[src/rtl/core/lrd_pkg.sv]
// shared types and constants for the ranged random draw block
package lrd_pkg;

  // data path width of seed, bounds and result
  localparam int unsigned DataW = 32;

  // generator constants
  localparam logic [DataW-1:0] LcgMul      = 32'd214013;
  localparam logic [DataW-1:0] LcgAdd      = 32'd2531011;
  localparam int unsigned      TemperShift = 15;

  // default depth of the queue between front and back
  localparam int unsigned QueueDepth = 2;

  // action codes of an input word
  localparam logic ActLoad = 1'b0;
  localparam logic ActDraw = 1'b1;

  // one classified word as it travels from front to back
  typedef struct packed {
    logic             is_draw;
    logic [DataW-1:0] operand;     // new seed on a load, low bound on a draw
    logic [DataW-1:0] span;        // high - low + 1, wrapped
    logic             full_range;  // span wrapped to zero
  } lrd_entry_t;

  // front stage status
  typedef struct packed {
    logic valid;
    logic push;
  } lrd_front_stat_t;

  // queue status
  typedef struct packed {
    logic full;
    logic empty;
  } lrd_queue_stat_t;

endpackage

[src/rtl/core/lrd_front.sv]
// front stage: accepts input words, classifies them and computes the span
module lrd_front (
  input  logic                   clk,
  input  logic                   rst_n,
  input  logic                   in_valid,
  output logic                   in_stall,
  input  logic                   in_action,
  input  logic [lrd_pkg::DataW-1:0] in_seed_value,
  input  logic [lrd_pkg::DataW-1:0] in_low_bound,
  input  logic [lrd_pkg::DataW-1:0] in_high_bound,
  input  lrd_pkg::lrd_queue_stat_t  q_stat,
  output lrd_pkg::lrd_entry_t       push_entry,
  output lrd_pkg::lrd_front_stat_t  front_stat
);

  logic                  front_valid_r;
  logic                  front_valid_nxt;
  lrd_pkg::lrd_entry_t   entry_r;
  lrd_pkg::lrd_entry_t   entry_nxt;
  logic                  accept;
  logic                  push;
  logic [lrd_pkg::DataW-1:0] span;

  // handshake: hold while the queue cannot take the staged word
  assign push     = front_valid_r && !q_stat.full;
  assign in_stall = front_valid_r && q_stat.full;
  assign accept   = in_valid && !in_stall;

  // classify the incoming word
  assign span = in_high_bound - in_low_bound + lrd_pkg::DataW'(1);

  always_comb begin
    entry_nxt            = entry_r;
    entry_nxt.is_draw    = (in_action == lrd_pkg::ActDraw);
    entry_nxt.operand    = (in_action == lrd_pkg::ActDraw) ? in_low_bound : in_seed_value;
    entry_nxt.span       = span;
    entry_nxt.full_range = (span == '0);
  end

  always_comb begin
    front_valid_nxt = front_valid_r;
    if (accept) begin
      front_valid_nxt = 1'b1;
    end else if (push) begin
      front_valid_nxt = 1'b0;
    end
  end

  // stage registers
  always_ff @(posedge clk) begin
    if (!rst_n) begin
      front_valid_r <= 1'b0;
    end else begin
      front_valid_r <= front_valid_nxt;
    end
  end

  always_ff @(posedge clk) begin
    if (accept) begin
      entry_r <= entry_nxt;
    end
  end

  assign push_entry       = entry_r;
  assign front_stat.valid = front_valid_r;
  assign front_stat.push  = push;

endmodule

[src/rtl/core/lrd_queue.sv]
// short queue between front and back
module lrd_queue #(
  parameter int unsigned DEPTH = lrd_pkg::QueueDepth
) (
  input  logic                     clk,
  input  logic                     rst_n,
  input  logic                     push,
  input  lrd_pkg::lrd_entry_t      push_entry,
  input  logic                     pop,
  output lrd_pkg::lrd_entry_t      head_entry,
  output lrd_pkg::lrd_queue_stat_t q_stat
);

  localparam int unsigned PtrW = (DEPTH > 1) ? $clog2(DEPTH) : 1;
  localparam int unsigned CntW = $clog2(DEPTH + 1);

  lrd_pkg::lrd_entry_t mem [DEPTH];
  logic [PtrW-1:0] wr_ptr_r;
  logic [PtrW-1:0] wr_ptr_nxt;
  logic [PtrW-1:0] rd_ptr_r;
  logic [PtrW-1:0] rd_ptr_nxt;
  logic [CntW-1:0] count_r;
  logic [CntW-1:0] count_nxt;

  // pointer and fill count updates
  always_comb begin
    wr_ptr_nxt = wr_ptr_r;
    rd_ptr_nxt = rd_ptr_r;
    count_nxt  = count_r;
    if (push) begin
      wr_ptr_nxt = (wr_ptr_r == PtrW'(DEPTH - 1)) ? '0 : wr_ptr_r + PtrW'(1);
    end
    if (pop) begin
      rd_ptr_nxt = (rd_ptr_r == PtrW'(DEPTH - 1)) ? '0 : rd_ptr_r + PtrW'(1);
    end
    if (push && !pop) begin
      count_nxt = count_r + CntW'(1);
    end else if (pop && !push) begin
      count_nxt = count_r - CntW'(1);
    end
  end

  always_ff @(posedge clk) begin
    if (!rst_n) begin
      wr_ptr_r <= '0;
      rd_ptr_r <= '0;
      count_r  <= '0;
    end else begin
      wr_ptr_r <= wr_ptr_nxt;
      rd_ptr_r <= rd_ptr_nxt;
      count_r  <= count_nxt;
    end
  end

  // storage
  always_ff @(posedge clk) begin
    if (push) begin
      mem[wr_ptr_r] <= push_entry;
    end
  end

  assign head_entry   = mem[rd_ptr_r];
  assign q_stat.full  = (count_r == CntW'(DEPTH));
  assign q_stat.empty = (count_r == '0);

endmodule

[src/rtl/core/lrd_back.sv]
// back end: seed register, generator step, serial modulo and result register
module lrd_back (
  input  logic                      clk,
  input  logic                      rst_n,
  input  lrd_pkg::lrd_entry_t       head_entry,
  input  lrd_pkg::lrd_queue_stat_t  q_stat,
  output logic                      pop,
  output logic                      out_valid,
  input  logic                      out_stall,
  output logic [lrd_pkg::DataW-1:0] out_drawn_value
);

  localparam int unsigned W     = lrd_pkg::DataW;
  localparam int unsigned StepW = $clog2(W);

  typedef enum logic [4:0] {
    ST_IDLE = 5'b00001,
    ST_MUL  = 5'b00010,
    ST_ADD  = 5'b00100,
    ST_DIV  = 5'b01000,
    ST_DONE = 5'b10000
  } back_state_t;

  back_state_t         state_r;
  back_state_t         state_nxt;
  logic [W-1:0]        seed_r;
  logic [W-1:0]        prod_r;
  logic [W-1:0]        dvd_r;
  logic [W-1:0]        rem_r;
  logic [W-1:0]        res_r;
  logic [StepW-1:0]    step_r;
  lrd_pkg::lrd_entry_t cur_r;
  logic                out_valid_r;
  logic [W-1:0]        out_data_r;

  logic [W-1:0]        prod_full;
  logic [W-1:0]        seed_sum;
  logic [W-1:0]        tempered;
  logic [W:0]          rem_shift;
  logic [W:0]          rem_diff;
  logic [W-1:0]        rem_new;
  logic                last_step;
  logic                out_free;

  // generator step: multiply (low half only), then add and temper
  assign prod_full = seed_r * lrd_pkg::LcgMul;
  assign seed_sum  = prod_r + lrd_pkg::LcgAdd;
  assign tempered  = seed_sum ^ (seed_sum >> lrd_pkg::TemperShift);

  // one restoring step of the modulo
  assign rem_shift = {rem_r, dvd_r[W-1]};
  assign rem_diff  = rem_shift - {1'b0, cur_r.span};
  assign rem_new   = rem_diff[W] ? rem_shift[W-1:0] : rem_diff[W-1:0];
  assign last_step = (step_r == StepW'(W - 1));

  assign out_free = !out_valid_r || !out_stall;
  assign pop      = (state_r == ST_IDLE) && !q_stat.empty;

  // sequencer
  always_comb begin
    state_nxt = state_r;
    case (state_r)
      ST_IDLE: begin
        if (pop && head_entry.is_draw) begin
          state_nxt = ST_MUL;
        end
      end
      ST_MUL:  state_nxt = ST_ADD;
      ST_ADD:  state_nxt = cur_r.full_range ? ST_DONE : ST_DIV;
      ST_DIV: begin
        if (last_step) begin
          state_nxt = ST_DONE;
        end
      end
      ST_DONE: begin
        if (out_free) begin
          state_nxt = ST_IDLE;
        end
      end
      default: state_nxt = ST_IDLE;
    endcase
  end

  // control registers
  always_ff @(posedge clk) begin
    if (!rst_n) begin
      state_r     <= ST_IDLE;
      seed_r      <= '0;
      out_valid_r <= 1'b0;
    end else begin
      state_r <= state_nxt;
      if (pop && !head_entry.is_draw) begin
        seed_r <= head_entry.operand;
      end else if (state_r == ST_ADD) begin
        seed_r <= seed_sum;
      end
      if (out_valid_r && !out_stall) begin
        out_valid_r <= 1'b0;
      end
      if (state_r == ST_DONE && out_free) begin
        out_valid_r <= 1'b1;
      end
    end
  end

  // data path registers
  always_ff @(posedge clk) begin
    if (pop) begin
      cur_r <= head_entry;
    end
    if (state_r == ST_MUL) begin
      prod_r <= prod_full;
    end
    if (state_r == ST_ADD) begin
      dvd_r  <= tempered;
      rem_r  <= '0;
      step_r <= '0;
      res_r  <= tempered;
    end
    if (state_r == ST_DIV) begin
      dvd_r  <= {dvd_r[W-2:0], 1'b0};
      rem_r  <= rem_new;
      step_r <= step_r + StepW'(1);
      if (last_step) begin
        res_r <= cur_r.operand + rem_new;
      end
    end
    if (state_r == ST_DONE && out_free) begin
      out_data_r <= res_r;
    end
  end

  assign out_valid       = out_valid_r;
  assign out_drawn_value = out_data_r;

endmodule

[src/rtl/core/lcg_ranged_random_draw.sv]
// ranged random draw: 32-bit congruential generator with bounded result
// a load word only replaces the seed as the back end pops it; a draw passes through
// pop, multiply, add and temper, 32 restoring modulo steps and result write,
// skipping the modulo steps when the span covers the full 32-bit range
// a draw is registered in the front stage and queued before the back end works on it
// synchronous active-low reset clears the seed to zero and empties all stages
module lcg_ranged_random_draw #(
  parameter int unsigned QUEUE_DEPTH = lrd_pkg::QueueDepth
) (
  input  logic                      clk,
  input  logic                      rst_n,
  input  logic                      in_valid,
  output logic                      in_stall,
  input  logic                      in_action,
  input  logic [lrd_pkg::DataW-1:0] in_seed_value,
  input  logic [lrd_pkg::DataW-1:0] in_low_bound,
  input  logic [lrd_pkg::DataW-1:0] in_high_bound,
  output logic                      out_valid,
  input  logic                      out_stall,
  output logic [lrd_pkg::DataW-1:0] out_drawn_value
);

  lrd_pkg::lrd_entry_t      push_entry;
  lrd_pkg::lrd_entry_t      head_entry;
  lrd_pkg::lrd_front_stat_t front_stat;
  lrd_pkg::lrd_queue_stat_t q_stat;
  logic                     pop;

  // front stage
  lrd_front u_front (
    .clk           (clk),
    .rst_n         (rst_n),
    .in_valid      (in_valid),
    .in_stall      (in_stall),
    .in_action     (in_action),
    .in_seed_value (in_seed_value),
    .in_low_bound  (in_low_bound),
    .in_high_bound (in_high_bound),
    .q_stat        (q_stat),
    .push_entry    (push_entry),
    .front_stat    (front_stat)
  );

  // queue
  lrd_queue #(
    .DEPTH (QUEUE_DEPTH)
  ) u_queue (
    .clk        (clk),
    .rst_n      (rst_n),
    .push       (front_stat.push),
    .push_entry (push_entry),
    .pop        (pop),
    .head_entry (head_entry),
    .q_stat     (q_stat)
  );

  // back end
  lrd_back u_back (
    .clk             (clk),
    .rst_n           (rst_n),
    .head_entry      (head_entry),
    .q_stat          (q_stat),
    .pop             (pop),
    .out_valid       (out_valid),
    .out_stall       (out_stall),
    .out_drawn_value (out_drawn_value)
  );

  // checks
  a_no_push_full: assert property (@(posedge clk) disable iff (!rst_n)
    front_stat.push |-> !q_stat.full)
    else $error("push into full queue");

  a_no_pop_empty: assert property (@(posedge clk) disable iff (!rst_n)
    pop |-> !q_stat.empty)
    else $error("pop from empty queue");

  a_stall_cause: assert property (@(posedge clk) disable iff (!rst_n)
    in_stall |-> (front_stat.valid && q_stat.full))
    else $error("input stalled without a full queue");

endmodule

[config.mk]
export PLATFORM = sky130hd
export DESIGN_NAME = lcg_ranged_random_draw
export DESIGN_NICKNAME = d
export VERILOG_FILES = /design/src/rtl/core/lrd_pkg.sv /design/src/rtl/core/lrd_front.sv /design/src/rtl/core/lrd_queue.sv /design/src/rtl/core/lrd_back.sv /design/src/rtl/core/lcg_ranged_random_draw.sv
export SDC_FILE = /design/constraint.sdc
export NUM_CORES = 1
export LEC_CHECK = 0
export BUFFER_PORTS_ARGS = -buffer_cell sky130_fd_sc_hd__buf_2
export CAP_MARGIN = 20
export CORE_ASPECT_RATIO = 0.9
export CORE_MARGIN = 1
export CORE_UTILIZATION = 68
export DETAILED_ROUTE_END_ITERATION = 10
export PLACE_DENSITY = 0.87
export SLEW_MARGIN = 20
export SYNTH_ARGS = -nofsm -noshare
export SYNTH_HDL_FRONTEND = slang
export SYNTH_HIERARCHICAL = 1
export SYNTH_SLANG_ARGS = --single-unit
[constraint.sdc]
create_clock -name clk -period 12.29 [get_ports clk]
set_input_delay 0.6145 -clock clk [delete_from_list [all_inputs] [get_ports clk]]
set_output_delay 0.6145 -clock clk [all_outputs]
set_load 0.005 [all_outputs]
==> results.md <==
- Rel. slew slack: 29.5%
- Clk buf depth: 3
- Combinational group share of total power: 52.5%
- CTS tree: built
- Inserted Diodes: 0
- Max Slew Vio Count: 0
- Hold Worst Slack: 0.246 ns
- Synth Instances: 2649
- H-tree Lvls: 2
- Die Wd: 227 um
- Clock power frac: 18.5%
- Flop pwr share: 29.0%
- First DRT Iteration DRCs: 2072
- Die height: 204 um
- Pwr Total: 7.94 mW
- Pint: 4.66 mW
- Routed vias: 21426
- Cell Pwr Density: 235 mW/mm^2
- Setup crit start kind: flop
- Starting density of the core: 69.4%
- Post-route cell area: 0.0339 sq mm
- Final setup viols: 0
- FF-to-FF setup slack: 5.30 ns
- Cts hold-fix bufs: 0
- Static Leak: 14.7 nW
- Max VDD drop: 0.000143 V
- Synth Area per Inst: 11.7 sq um
- Drt pass-1 iters: 6
- Total grt overflow: 0
- Placer Congestion: 1.03
- Vias per inst: 6.26
- Area Growth Syn to Fin: 9.43%
- Setup TNS: 0 ns
- Clk Latency, worst-skew pair: 0.61 ns
- Share of cells above drive strength 1: 13.9%
- Residual DRC: 0
- Post-CTS sizing: 0
- First-pass GRT wire length: 120 mm
- Clk pin slew, worst setup/hold paths: 0.06 ns
- Min Tclk post-route: 6.99 ns
- Vias in the first global route: 21581
- Final wirelength: 76.7 mm
- Initial antenna violation count: 0
- Crit. End Element: flop
- Setup CP Type: flop to flop
- Floorplan row count: 73
- Worst min path class: input pin to flop
- Die ar.: 0.0464 sq mm
- Nets: 3330
- Crit path required time: 12.63 ns
- CTS Sinks: 472
- Synth warn: 6
- CTS root buf: clkbuf_16
- Fmax: 143 MHz
- Final core utilization: 76.0%
- RSZ-0062 raised after global routing: false
- Pin count of the biggest net entering global routing: 69
- Antenna-violating nets left: 0
- Final worst-path cycle share: 56.9%
- Fin. Hold Viols: 0
- Status: completed
- Multi-input logic area: 0.0160 sq mm
- Number of max-cap violations: 0
- GRT Util Overall: 34.3%
- Switching portion of total power: 41.3%
- DP HPWL: 58.5 mm
- TritonCTS Buffers: 48
- Net count after synthesis: 3192
- Arr. time, crit path: 7.33 ns
- Total setup buffers inserted after CTS: 0
- WL per Instance: 22.4 um
- Number of buffers added on ports: 134
- Worst-path fanout max: 10
- Synthesized cell area: 0.0309 sq mm
- Layout fillers: 2841
- P_sw: 3.28 mW
- Fin Clk Skew: 0.0321 ns
- Placement-stage cell area: 0.0323 sq mm
- Worst-margin pin slew: 1.05 ns
- I/O pins: 135
- Register area: 0.0134 sq mm
- Core box area: 0.0446 sq mm
[final cells by class]
cell class | instances | share of cell area [%]
tap | 600 | 2.22
sequential | 472 | 39.6
clock inverter | 28 | 0.765
inverter | 342 | 3.79
timing repair buffer | 152 | 2.44
clock buffer | 60 | 3.89
multi-input combinational | 1771 | 47.3
[cell usage in the layout, fill, tap and decap left out, types with 24 or more instances in the layout]
cell type / n
a21boi_0: 25
a21o_1: 64
a21oi_1: 130
a22oi_1: 24
and2_1: 47
buf_2: 134
clkbuf_16: 50
dfxtp_1: 76
edfxtp_1: 395
fa_1: 188
ha_1: 254
inv_1: 341
mux2_2: 116
nand2_1: 136
nand3_1: 27
nor2_1: 126
nor2b_1: 31
nor3_1: 28
o21ai_0: 77
xnor2_1: 108
xor2_1: 50
[path summary, 6_finish.rpt]
path                     from                         end  cells after the start
max          u_back/seed_r[7]           u_back/prod_r[31]                     19
min                  in_valid       u_front/front_valid_r                      2
max reg2reg  u_back/seed_r[7]           u_back/prod_r[31]                     19
min reg2reg  u_back/res_r[26]  u_back/out_drawn_value[26]                      0
[worst max-delay path, cell delays in order, from the launching register on]
cell and delay, ns:
dfxtp_1 0.67, fa_1 0.52, inv_1 0.15, fa_1 0.43, inv_1 0.06, ha_1 0.15
fa_1 0.44, fa_1 0.56, inv_1 0.05, fa_1 0.47, inv_1 0.04, ha_1 0.33
a2111oi_0 0.62, a211oi_1 0.30, o211ai_1 0.44, a31oi_1 0.19, and4_1 0.24, a2111oi_0 0.72
a21oi_1 0.19, xnor2_1 0.17
[metrics by stage]
step / cells / setup WS (ns)
after global placement: 3336 / 5.75
after CTS: 3424 / 5.39
after detailed placement: 3336 / 5.39
after floorplan: 2649 / 6.44
final: 3425 / 5.30
after global routing: 3425 / 4.95
[routing by layer]
metal,vias up,GRT usage [%],wire [um]
met2,1060,54.3,35100
met3,159,5.69,6730
met4,0,10.7,2390
met5,-,0,0
li1,9663,-,-
met1,10544,48.6,32500
[sequential cells by signal, indices dropped and copies added, names as in the netlist, named ones only]
signal,flops
u_back/cur_r,65
u_back/dvd_r,32
u_back/out_drawn_value,32
u_back/out_valid,1
u_back/prod_r,32
u_back/rem_r,32
u_back/res_r,32
u_back/seed_r,32
u_back/state_r,5
u_back/step_r,5
u_front/front_valid_r,1
u_front/push_entry,66
u_queue/count_r,2
u_queue/mem,132
u_queue/rd_ptr_r,1
u_queue/wr_ptr_r,1
[power groups by stage]
| stage | logic, mW | clock network, mW | registers, mW |
|---|---|---|---|
| 2_1_floorplan | 3.05 | 0 | 2.28 |
| 3_3_place_gp | 3.91 | 0 | 2.31 |
| 3_5_place_dp | 4.09 | 0 | 2.33 |
| 4_1_cts | 4.13 | 1.48 | 2.30 |
| 5_1_grt | 4.63 | 1.54 | 2.32 |
| 6_report | 4.17 | 1.47 | 2.30 |
No activity file was read; power rests on OpenSTA's default activity.
